### src/rtl/hscc_pkg.sv
`default_nettype none
// ----------------------------------------------------------------------------
// hscc_pkg
// Shared types, constants and CRC helper for the humidity sensor check and
// conversion block.
// ----------------------------------------------------------------------------
package hscc_pkg;

    typedef enum logic [1:0] {
        STATUS_OK        = 2'd0,
        STATUS_NOT_READY = 2'd1,
        STATUS_CRC_ERROR = 2'd2
    } status_t;

    typedef enum logic [1:0] {
        REG_LOW_RES  = 2'd0,
        REG_TEMP_CMD = 2'd1,
        REG_HUM_CMD  = 2'd2
    } reg_index_t;

    localparam int unsigned APB_ADDR_W          = 4;
    localparam int unsigned APB_DATA_W          = 32;
    localparam int unsigned QUEUE_DEPTH_DEFAULT = 4;

    localparam logic [7:0]  CRC_POLY      = 8'h31;
    localparam logic [7:0]  CRC_SEED_LOW  = 8'h80;
    localparam logic [7:0]  CRC_SEED_HIGH = 8'h00;
    localparam logic [7:0]  TEMP_CMD_RST  = 8'd3;
    localparam logic [7:0]  HUM_CMD_RST   = 8'd5;

    localparam logic [15:0] TEMP_OFFSET   = 16'd4000;
    localparam logic [15:0] HUM_OFFSET    = 16'd400;
    localparam logic [31:0] HUM_C2        = 32'd1087163596;
    localparam logic [31:0] HUM_C3_LOW    = 32'hFFED_9169;  // -1207959
    localparam logic [31:0] HUM_C3_HIGH   = 32'hFFFB_6999;  // -300647
    localparam logic [31:0] HUM_ROUND     = 32'h0001_0000;

    typedef struct packed {
        logic       low_res;
        logic [7:0] temp_cmd;
        logic [7:0] hum_cmd;
    } cfg_t;

    typedef struct packed {
        logic        kind;
        logic        low_res;
        status_t     status;
        logic [15:0] raw;
    } item_t;

    function automatic logic [7:0] crc_feed(input logic [7:0] crc, input logic [7:0] data);
        logic [7:0] c;
        logic [7:0] d;
        logic       top;
        c = crc;
        d = data;
        for (int i = 0; i < 8; i++)
        begin
            top = c[7] ^ d[7];
            c   = {c[6:0], 1'b0};
            if (top)
            begin
                c = c ^ CRC_POLY;
            end
            d = {d[6:0], 1'b0};
        end
        return c;
    endfunction

endpackage
`default_nettype wire

### src/rtl/hscc_front.sv
`default_nettype none
// ----------------------------------------------------------------------------
// hscc_front
// Accepts requests, runs the CRC one byte per stage and classifies each
// request as ok, not ready or CRC error before pushing it to the queue.
// ----------------------------------------------------------------------------
module hscc_front
    import hscc_pkg::*;
(
    input  wire logic       clk,
    input  wire logic       rst_n,
    input  wire cfg_t       cfg,
    input  wire logic       accept,
    input  wire logic       kind,
    input  wire logic       sensor_ready,
    input  wire logic [7:0] data_high,
    input  wire logic [7:0] data_low,
    input  wire logic [7:0] check_byte,
    output logic [1:0]      in_flight,
    output logic            push,
    output item_t           push_item
);

    logic       a_valid_reg;
    logic       a_kind_reg;
    logic       a_ready_reg;
    logic       a_low_res_reg;
    logic [7:0] a_hi_reg;
    logic [7:0] a_lo_reg;
    logic [7:0] a_chk_reg;
    logic [7:0] a_crc_reg;

    logic       b_valid_reg;
    logic       b_kind_reg;
    logic       b_ready_reg;
    logic       b_low_res_reg;
    logic [7:0] b_hi_reg;
    logic [7:0] b_lo_reg;
    logic [7:0] b_chk_reg;
    logic [7:0] b_crc_reg;

    logic [7:0] seed;
    logic [7:0] cmd;
    logic [7:0] a_crc_next;
    logic [7:0] b_crc_next;
    logic [7:0] crc_final;

    assign seed       = cfg.low_res ? CRC_SEED_LOW : CRC_SEED_HIGH;
    assign cmd        = kind ? cfg.hum_cmd : cfg.temp_cmd;
    assign a_crc_next = crc_feed(seed, cmd);
    assign b_crc_next = crc_feed(a_crc_reg, a_hi_reg);
    assign crc_final  = crc_feed(b_crc_reg, b_lo_reg);

    always_ff @(posedge clk or negedge rst_n)
    begin
        if (!rst_n)
        begin
            a_valid_reg <= 1'b0;
            b_valid_reg <= 1'b0;
        end
        else
        begin
            a_valid_reg <= accept;
            b_valid_reg <= a_valid_reg;
        end
    end

    always_ff @(posedge clk)
    begin
        a_kind_reg    <= kind;
        a_ready_reg   <= sensor_ready;
        a_low_res_reg <= cfg.low_res;
        a_hi_reg      <= data_high;
        a_lo_reg      <= data_low;
        a_chk_reg     <= check_byte;
        a_crc_reg     <= a_crc_next;

        b_kind_reg    <= a_kind_reg;
        b_ready_reg   <= a_ready_reg;
        b_low_res_reg <= a_low_res_reg;
        b_hi_reg      <= a_hi_reg;
        b_lo_reg      <= a_lo_reg;
        b_chk_reg     <= a_chk_reg;
        b_crc_reg     <= b_crc_next;
    end

    always_comb
    begin
        push_item.kind    = b_kind_reg;
        push_item.low_res = b_low_res_reg;
        push_item.raw     = {b_hi_reg, b_lo_reg};
        if (!b_ready_reg)
        begin
            push_item.status = STATUS_NOT_READY;
        end
        else if (crc_final != b_chk_reg)
        begin
            push_item.status = STATUS_CRC_ERROR;
        end
        else
        begin
            push_item.status = STATUS_OK;
        end
    end

    assign push      = b_valid_reg;
    assign in_flight = {1'b0, a_valid_reg} + {1'b0, b_valid_reg};

    a_front_flow: assert property (@(posedge clk) disable iff (!rst_n)
        accept |=> a_valid_reg ##1 push)
        else $error("front stage lost a request");

endmodule
`default_nettype wire

### src/rtl/hscc_queue.sv
`default_nettype none
// ----------------------------------------------------------------------------
// hscc_queue
// Small FIFO of classified requests between the front and back parts.
// ----------------------------------------------------------------------------
module hscc_queue
    import hscc_pkg::*;
#(
    parameter int unsigned DEPTH = QUEUE_DEPTH_DEFAULT
)
(
    input  wire logic                       clk,
    input  wire logic                       rst_n,
    input  wire logic                       push,
    input  wire item_t                      push_item,
    input  wire logic                       pop,
    output item_t                           pop_item,
    output logic                            empty,
    output logic [$clog2(DEPTH + 1) - 1:0]  count
);

    localparam int unsigned PTR_W = (DEPTH > 1) ? $clog2(DEPTH) : 1;
    localparam int unsigned CNT_W = $clog2(DEPTH + 1);

    item_t             store_reg [DEPTH];
    logic [PTR_W-1:0]  wr_ptr_reg;
    logic [PTR_W-1:0]  wr_ptr_next;
    logic [PTR_W-1:0]  rd_ptr_reg;
    logic [PTR_W-1:0]  rd_ptr_next;
    logic [CNT_W-1:0]  count_reg;
    logic [CNT_W-1:0]  count_next;
    logic              full;
    logic              do_push;
    logic              do_pop;

    assign full    = (count_reg == CNT_W'(DEPTH));
    assign empty   = (count_reg == '0);
    assign do_push = push && !full;
    assign do_pop  = pop && !empty;

    always_comb
    begin
        wr_ptr_next = wr_ptr_reg;
        rd_ptr_next = rd_ptr_reg;
        count_next  = count_reg;
        if (do_push)
        begin
            wr_ptr_next = (wr_ptr_reg == PTR_W'(DEPTH - 1)) ? '0 : wr_ptr_reg + 1'b1;
        end
        if (do_pop)
        begin
            rd_ptr_next = (rd_ptr_reg == PTR_W'(DEPTH - 1)) ? '0 : rd_ptr_reg + 1'b1;
        end
        if (do_push && !do_pop)
        begin
            count_next = count_reg + 1'b1;
        end
        else if (do_pop && !do_push)
        begin
            count_next = count_reg - 1'b1;
        end
    end

    always_ff @(posedge clk or negedge rst_n)
    begin
        if (!rst_n)
        begin
            wr_ptr_reg <= '0;
            rd_ptr_reg <= '0;
            count_reg  <= '0;
        end
        else
        begin
            wr_ptr_reg <= wr_ptr_next;
            rd_ptr_reg <= rd_ptr_next;
            count_reg  <= count_next;
        end
    end

    always_ff @(posedge clk)
    begin
        if (do_push)
        begin
            store_reg[wr_ptr_reg] <= push_item;
        end
    end

    assign pop_item = store_reg[rd_ptr_reg];
    assign count    = count_reg;

    a_no_overflow: assert property (@(posedge clk) disable iff (!rst_n)
        !(push && full))
        else $error("queue overflow");

    a_count_tracks: assert property (@(posedge clk) disable iff (!rst_n)
        (push && !pop && !full) |=> (count_reg == $past(count_reg) + 1'b1))
        else $error("queue count out of step");

endmodule
`default_nettype wire

### src/rtl/hscc_back.sv
`default_nettype none
// ----------------------------------------------------------------------------
// hscc_back
// Conversion pipeline: temperature offset or the humidity fixed-point
// polynomial, with multipliers in the first and third stages, then the registered result.
// ----------------------------------------------------------------------------
module hscc_back
    import hscc_pkg::*;
(
    input  wire logic   clk,
    input  wire logic   rst_n,
    input  wire logic   in_valid,
    input  wire item_t  in_item,
    output logic        done,
    output logic [15:0] value,
    output logic [1:0]  status
);

    logic        v1_reg;
    item_t       it1_reg;
    logic [31:0] p1_reg;
    logic        v2_reg;
    item_t       it2_reg;
    logic [31:0] s2_reg;
    logic        v3_reg;
    item_t       it3_reg;
    logic [31:0] p3_reg;
    logic        done_reg;
    logic [15:0] value_reg;
    logic [15:0] value_next;
    status_t     status_reg;

    logic [31:0] raw_in;
    logic [31:0] raw2;
    logic [31:0] c3;
    logic [31:0] t2;
    logic [31:0] s2_next;
    logic [31:0] hum_shift;
    logic [15:0] temp_val;

    assign raw_in = {{16{in_item.raw[15]}}, in_item.raw};
    assign raw2   = {{16{it2_reg.raw[15]}}, it2_reg.raw};
    assign c3     = in_item.low_res ? HUM_C3_LOW : HUM_C3_HIGH;

    always_comb
    begin
        if (it1_reg.low_res)
        begin
            t2      = p1_reg + HUM_C2;
            s2_next = 32'($signed(t2) >>> 7);
        end
        else
        begin
            t2      = 32'($signed(p1_reg) >>> 2) + HUM_C2;
            s2_next = 32'($signed(t2) >>> 11);
        end
    end

    assign hum_shift = 32'($signed(p3_reg) >>> 17);
    assign temp_val  = it3_reg.low_res ? ({it3_reg.raw[13:0], 2'b00} - TEMP_OFFSET)
                                       : (it3_reg.raw - TEMP_OFFSET);

    always_comb
    begin
        if (it3_reg.status != STATUS_OK)
        begin
            value_next = '0;
        end
        else if (!it3_reg.kind)
        begin
            value_next = temp_val;
        end
        else
        begin
            value_next = hum_shift[15:0] - HUM_OFFSET;
        end
    end

    always_ff @(posedge clk or negedge rst_n)
    begin
        if (!rst_n)
        begin
            v1_reg   <= 1'b0;
            v2_reg   <= 1'b0;
            v3_reg   <= 1'b0;
            done_reg <= 1'b0;
        end
        else
        begin
            v1_reg   <= in_valid;
            v2_reg   <= v1_reg;
            v3_reg   <= v2_reg;
            done_reg <= v3_reg;
        end
    end

    always_ff @(posedge clk)
    begin
        it1_reg    <= in_item;
        p1_reg     <= 32'(c3 * raw_in);
        it2_reg    <= it1_reg;
        s2_reg     <= s2_next;
        it3_reg    <= it2_reg;
        p3_reg     <= 32'(s2_reg * raw2) + HUM_ROUND;
        value_reg  <= value_next;
        status_reg <= it3_reg.status;
    end

    assign done   = done_reg;
    assign value  = value_reg;
    assign status = status_reg;

    a_zero_on_fault: assert property (@(posedge clk) disable iff (!rst_n)
        (done_reg && (status_reg != STATUS_OK)) |-> (value_reg == '0))
        else $error("faulted result carries a nonzero value");

    a_latency: assert property (@(posedge clk) disable iff (!rst_n)
        in_valid |=> v1_reg ##1 v2_reg ##1 v3_reg ##1 done_reg)
        else $error("back pipeline dropped a request");

endmodule
`default_nettype wire

### src/rtl/humidity_sensor_check_convert.sv
`default_nettype none
// ----------------------------------------------------------------------------
// humidity_sensor_check_convert
// CRC-8 check and conversion of one humidity/temperature sensor reading.
// ----------------------------------------------------------------------------
// One request is taken per clock while busy is low. Each result appears for a
// single cycle with done high, after its request passes two CRC stages of
// one byte each in the front part, a registered pass through the request queue
// and four conversion stages built around two 32-bit multipliers. The back
// part never stalls, so busy only rises if the queue could overflow. Results
// must be taken when done is high; there is no way to hold them off.
// ----------------------------------------------------------------------------
module humidity_sensor_check_convert
    import hscc_pkg::*;
#(
    parameter int unsigned QUEUE_DEPTH = QUEUE_DEPTH_DEFAULT
)
(
    input  wire logic                  clk,
    input  wire logic                  rst_n,
    input  wire logic                  psel,
    input  wire logic                  penable,
    input  wire logic                  pwrite,
    input  wire logic [APB_ADDR_W-1:0] paddr,
    input  wire logic [APB_DATA_W-1:0] pwdata,
    output logic [APB_DATA_W-1:0]      prdata,
    output logic                       pready,
    input  wire logic                  start,
    output logic                       busy,
    input  wire logic                  kind,
    input  wire logic                  sensor_ready,
    input  wire logic [7:0]            data_high,
    input  wire logic [7:0]            data_low,
    input  wire logic [7:0]            check_byte,
    output logic                       done,
    output logic signed [15:0]         value,
    output logic [1:0]                 status
);

    localparam int unsigned CNT_W = $clog2(QUEUE_DEPTH + 1);

    logic        low_res_reg;
    logic [7:0]  temp_cmd_reg;
    logic [7:0]  hum_cmd_reg;
    cfg_t        cfg;
    logic        wr_en;
    reg_index_t  reg_sel;

    logic             accept;
    logic [1:0]       in_flight;
    logic             push;
    item_t            push_item;
    item_t            pop_item;
    logic             q_empty;
    logic [CNT_W-1:0] q_count;
    logic [CNT_W+1:0] occupancy;
    logic [15:0]      value_raw;

    assign pready  = 1'b1;
    assign wr_en   = psel && penable && pwrite;
    assign reg_sel = reg_index_t'(paddr[3:2]);

    always_ff @(posedge clk or negedge rst_n)
    begin
        if (!rst_n)
        begin
            low_res_reg  <= 1'b0;
            temp_cmd_reg <= TEMP_CMD_RST;
            hum_cmd_reg  <= HUM_CMD_RST;
        end
        else if (wr_en)
        begin
            case (reg_sel)
                REG_LOW_RES:  low_res_reg  <= pwdata[0];
                REG_TEMP_CMD: temp_cmd_reg <= pwdata[7:0];
                REG_HUM_CMD:  hum_cmd_reg  <= pwdata[7:0];
                default:      ;
            endcase
        end
    end

    always_comb
    begin
        case (reg_sel)
            REG_LOW_RES:  prdata = {{(APB_DATA_W-1){1'b0}}, low_res_reg};
            REG_TEMP_CMD: prdata = {{(APB_DATA_W-8){1'b0}}, temp_cmd_reg};
            REG_HUM_CMD:  prdata = {{(APB_DATA_W-8){1'b0}}, hum_cmd_reg};
            default:      prdata = '0;
        endcase
    end

    assign cfg.low_res  = low_res_reg;
    assign cfg.temp_cmd = temp_cmd_reg;
    assign cfg.hum_cmd  = hum_cmd_reg;

    assign occupancy = {2'b00, q_count} + {{CNT_W{1'b0}}, in_flight};
    assign busy      = (occupancy >= (CNT_W + 2)'(QUEUE_DEPTH));
    assign accept    = start && !busy;

    hscc_front u_front (
        .clk          (clk),
        .rst_n        (rst_n),
        .cfg          (cfg),
        .accept       (accept),
        .kind         (kind),
        .sensor_ready (sensor_ready),
        .data_high    (data_high),
        .data_low     (data_low),
        .check_byte   (check_byte),
        .in_flight    (in_flight),
        .push         (push),
        .push_item    (push_item)
    );

    hscc_queue #(
        .DEPTH (QUEUE_DEPTH)
    ) u_queue (
        .clk       (clk),
        .rst_n     (rst_n),
        .push      (push),
        .push_item (push_item),
        .pop       (!q_empty),
        .pop_item  (pop_item),
        .empty     (q_empty),
        .count     (q_count)
    );

    hscc_back u_back (
        .clk      (clk),
        .rst_n    (rst_n),
        .in_valid (!q_empty),
        .in_item  (pop_item),
        .done     (done),
        .value    (value_raw),
        .status   (status)
    );

    assign value = $signed(value_raw);

endmodule
`default_nettype wire

### config.mk
export PLATFORM = sky130hd
export DESIGN_NAME = humidity_sensor_check_convert
export DESIGN_NICKNAME = d
export VERILOG_FILES = /design/src/rtl/hscc_pkg.sv /design/src/rtl/hscc_front.sv /design/src/rtl/hscc_queue.sv /design/src/rtl/hscc_back.sv /design/src/rtl/humidity_sensor_check_convert.sv
export SDC_FILE = /design/constraint.sdc
export NUM_CORES = 2
export LEC_CHECK = 0
export BUFFER_PORTS_ARGS = -buffer_cell sky130_fd_sc_hd__buf_2
export CORE_AREA = 8 8 256 258
export DETAILED_ROUTE_END_ITERATION = 6
export DIE_AREA = 0 0 264 266
export PLACE_DENSITY = 0.73
export SLEW_MARGIN = 0
export SYNTH_ARGS = -nofsm -noshare
export SYNTH_HDL_FRONTEND = slang
export SYNTH_HIERARCHICAL = 1
export SYNTH_SLANG_ARGS = --single-unit
### constraint.sdc
create_clock -name clk -period 8.26 [get_ports clk]
set_input_delay 1.239 -clock clk [delete_from_list [all_inputs] [get_ports clk]]
set_output_delay 1.239 -clock clk [all_outputs]
set_load 0.005 [all_outputs]
### After elaboration in Yosys (flattened, before gate mapping)

Memory sizes are Yosys's and may differ from the RTL's.
Cells that the tools add are included.

* register bits after elaboration: 274
* bits in writable memories: 80
* input port bits: 68
* output and inout bits: 53
* memories kept: 1

Memory list
* u_queue.store_reg: depth 4, bits a word 20, read ports 1, clocked after memory_dff 0, write ports 1, line hscc_queue.sv:25 `item_t store_reg [DEPTH];`

* $add $sub $neg: 12
* $mul: 2
* $lt $le $gt $ge: 1
* equality and inequality tests: 6
* mux-type cells: 39
* bitwise gates (word level): 48
* reductions and logical operators: 17

Operators with widths (number)
* 6-bit two-way mux: 24
* 3-bit NOT: 24
* 32-bit by 31-bit adder with 32-bit output (second input constant): 2
* 32-bit by 17-bit adder with 32-bit output (second input constant): 1
* 22-bit by 16-bit multiplier with 32-bit output: 1
* 32-bit by 16-bit multiplier with 32-bit output: 1
* 16-bit two-way mux: 2
* 32-bit two-way mux: 1
* 16-bit by 12-bit subtractor with 16-bit output (second input constant): 2
* 8-bit case mux with 3 select lines: 1
* 1-bit bitwise XOR: 24
* 21-bit two-way mux: 1
* 8-bit two-way mux: 2
* 15-bit by 10-bit subtractor with 16-bit output (second input constant): 1
* 2-bit two-way mux: 4
* 8-bit inequality test: 1
* 2-bit equality test (second input constant): 3
* 1-bit logical AND: 6
* 3-bit two-way mux: 2
* 2-bit AND reduction: 3
* 2-bit by 1-bit adder with 2-bit output (second input constant): 2
* 3-bit by 2-bit adder with 4-bit output: 1
* 4-bit by 3-bit >= comparator with 1-bit output (second input constant): 1
* 1-bit zero test: 4
* 9 further kinds: 11

### Longest topological paths before layout

* depth in word-level cells: 19
* mapped depth: 28
* mapped depth without buffers: 26

### Hierarchy

The synthesis kept the hierarchy.

By module, submodules not included
* hscc_back: instances 1, cells an instance 2503, area each 23726.5 um^2, seq. area each 3042.9 um^2
* hscc_queue: instances 1, cells an instance 140, area each 3354.5 um^2, seq. area each 2577.5 um^2
* hscc_front: instances 1, cells an instance 167, area each 2227.1 um^2, seq. area each 1451.4 um^2
* humidity_sensor_check_convert: instances 1, cells an instance 84, area each 1004.7 um^2, seq. area each 430.4 um^2

### Least setup slack after synthesis

OpenSTA, ideal clock, no wires.

* kind: reg2reg
* from: register u_queue.rd_ptr_reg[0]
* to: register u_back.p1_reg[31]
* library setup time: 72 ps
* arrival time: 6861 ps
* data required time: 8188 ps
* path slack: 1327 ps
* stages on the path, launching flop included: 25
* buffers on the path: 3
* period minus slack after synthesis: 6933 ps
* cell sequence: dfrtp_1 buf_6 mux4_2 clkbuf_1 clkbuf_1 nor2b_1 fa_1 inv_1 fa_1 fa_1 inv_1 fa_1 fa_1 inv_1 fa_1 inv_1 ha_1 and4_1 and2_1 and3_1 nor2b_1 a211o_1 a31o_2 a21oi_1 xnor2_1

RTL lines
* start, declared: line hscc_queue.sv:28 `logic [PTR_W-1:0] rd_ptr_reg;`
* start signal, assigned: line hscc_queue.sv:75 `rd_ptr_reg <= rd_ptr_next;`
* end signal, assigned: line hscc_back.sv:100 `p1_reg <= 32'(c3 * raw_in);`
* end, declared: line hscc_back.sv:21 `logic [31:0] p1_reg;`

==> impl_metrics.json <==
{
  "fin_skew_ns": 0.0287,
  "worstPathMaxFanout": 26,
  "cap_violations": 0,
  "dp_hpwl_um": 50800,
  "clock_latency_ns": 0.56,
  "port_buffers": 69,
  "drive_gt1_frac": 0.0839,
  "syn_avg_cell_area_um2": 10.5,
  "largest_reg_flops": 80,
  "cts.sinks": 327,
  "yosysSeqAreaShare": 0.247,
  "finalSetupViolCount": 0,
  "hold_viol_final": 0,
  "max_freq_mhz": 132,
  "grt_pass1_wl_um": 105000,
  "tns_ns": 0,
  "synth_edf_count": 80,
  "fin_crit_sh": 0.918,
  "synth_top_area_share": 0.330,
  "cts_hold_buf": 0,
  "fp.dieH_um": 266,
  "antenna_cells": 0,
  "yosysMostFrequentCell": "inv_1",
  "synth_flop_cell": "dfxtp_1",
  "syn2layout_area_growth_pct": 7.67,
  "wire_per_inst_um": 16.8,
  "drc": 0,
  "ys.warnings.count": 6,
  "overflow": 0,
  "nNetsFinal": 3738,
  "place.gp.congestion": 0.896,
  "synth_top_cells_by_count": "inv_1 (683), fa_1 (499), nand2_1 (245)",
  "io_pins": 121,
  "post_cts_resized": 0,
  "cts_tree": "built",
  "coreArea_mm2": 0.0613,
  "cts_setup_buffers": 0,
  "placement_rows": 91,
  "clk_pin_slew_ns": 0.08,
  "dieArea_mm2": 0.0702,
  "slew_violations": 0,
  "num_vias": 18900,
  "synth_top_cell_by_area": "fa_1",
  "rsz0062_at_grt": "false",
  "finalCriticalPeriod_ns": 7.58,
  "max_slew_margin": 0.266,
  "die_w_um": 264,
  "syn_inst": 2894,
  "grt_max_degree": 34,
  "yosys-top-cells-area": "fa_1 (33%), dfxtp_1 (14%), ha_1 (9.0%)",
  "async_reset_ff_frac": 0.0917,
  "drtAntennaViolNets": 0,
  "final.setup.worst_slack_ns": 0.680,
  "critPathArrivalTime_ns": 7.98,
  "clock_path_buffers": 3,
  "first_pass_iters": 7,
  "cts_buffers": 35,
  "post_drt_via_cell_ratio": 5.01,
  "cp-start-kind": "register",
  "critPathKind": "register to register",
  "crit_path_end_kind": "register",
  "worstHoldPathType": "register to register",
  "synth-seq-cells": 327,
  "grt_pass1_vias": 20600,
  "syn_area_mm2": 0.0303,
  "outcome": "complete, no violations",
  "worst_pin_slew_ns": 1.10,
  "antenna_found_initial": 0,
  "wirelength_um": 63300,
  "required_ns": 8.66,
  "drt_iter0_drc": 986,
  "ys_types": 79,
  "cts-root-buf": "clkbuf_16",
  "place_area_mm2": 0.0315,
  "initial_utilization": 0.495,
  "track_usage": 0.186,
  "pre_cts_slack_ns": 0.739,
  "final_design_area_no_fill_mm2": 0.0326,
  "h-tree-depth": 2,
  "final_util": 0.533
}
## layout by cell type (no fill, tap or decap), types with 11 or more instances in the layout
cell       instances
inv_1            683
fa_1             499
nand2_1          245
ha_1             219
dfxtp_1          217
and2_1           171
xnor2_1          124
edfxtp_1          80
nor2_1            78
buf_2             69
xor2_1            67
a21oi_1           46
buf_4             40
clkbuf_16         36
o21ai_0           33
conb_1            30
dfrtp_1           26
nand2b_1          25
mux2_2            20
mux2i_1           19
mux4_2            18
a21o_1            16
nor2b_1           15
nor3_1            14
or2_2             13
a211oi_1          13
nand3_1           12
and3_1            11
## final timing paths
kind | slack, ns | depth (start not counted) | from | to
worst max-delay path | 0.68 | 21 | u_queue/rd_ptr_reg[0] | u_back/p1_reg[31]
worst min-delay path | 0.31 | 0 | u_back/it1_reg[14] | u_back/it2_reg[14]
worst max register to register | 0.68 | 21 | u_queue/rd_ptr_reg[0] | u_back/p1_reg[31]
worst min register to register | 0.31 | 0 | u_back/it1_reg[14] | u_back/it2_reg[14]
max in group asynchronous | 7.07 | 1 | rst_n | u_queue/wr_ptr_reg[0]
min in group asynchronous | 0.73 | 1 | rst_n | hum_cmd_reg[3]
## per-layer routing
layer  up-vias  part of all wire  track usage
met5         -                 0            0
met1      9463              0.41        0.235
met2       535              0.49        0.318
met3       133             0.065       0.0376
li1       8760                 -            -
met4         0             0.031       0.0604
## area by class of cell
cell class	count	area, um2
Sequential cell	327	7500
Timing Repair Buffer	110	666
Multi-Input combinational cell	1795	19800
Fill cell	5307	28600
Tap cell	790	988
Clock inverter	17	140
Inverter	683	2560
Clock buffer	47	986
## worst max-delay path, cell delays in order, from the launching register on
cell and delay [ns]:
dfrtp_1 0.73, mux4_2 0.84, and2_1 0.27, or2_2 0.35
ha_1 0.34, fa_1 0.55, fa_1 0.45, fa_1 0.51
fa_1 0.49, inv_1 0.05, fa_1 0.48, inv_1 0.04
ha_1 0.34, a21o_1 0.20, a21o_1 0.17, a21o_1 0.19
a21oi_1 0.15, o21ai_0 0.35, a211o_1 0.40, a31o_2 0.23
a21oi_1 0.17, xnor2_1 0.09
## through the flow
stage                     instances  hold WS [ns]
after global placement         3705         0.310
after detailed placement       3705         0.312
after CTS                      3769         0.307
after floorplan                2920         0.310
final                          3769         0.306
after global routing           3769         0.321
## kinds of logic (layout without fill, tap and decap cells)
group	Yosys count	after routing	synth area share
XOR/XNOR	193	193	0.0563
AND/OR/NAND/NOR	616	616	0.101
buffers and inverters	798	857	0.103
other	4	30	0.000495
adder cells (fa/ha/maj)	718	718	0.420
AO/OA/AOI/OAI	177	177	0.0420
flip-flops	327	327	0.247
multiplexers	61	61	0.0298
Power is not shown: default switching activity piles up to over one toggle a cycle in this logic, so the estimate is an artifact.
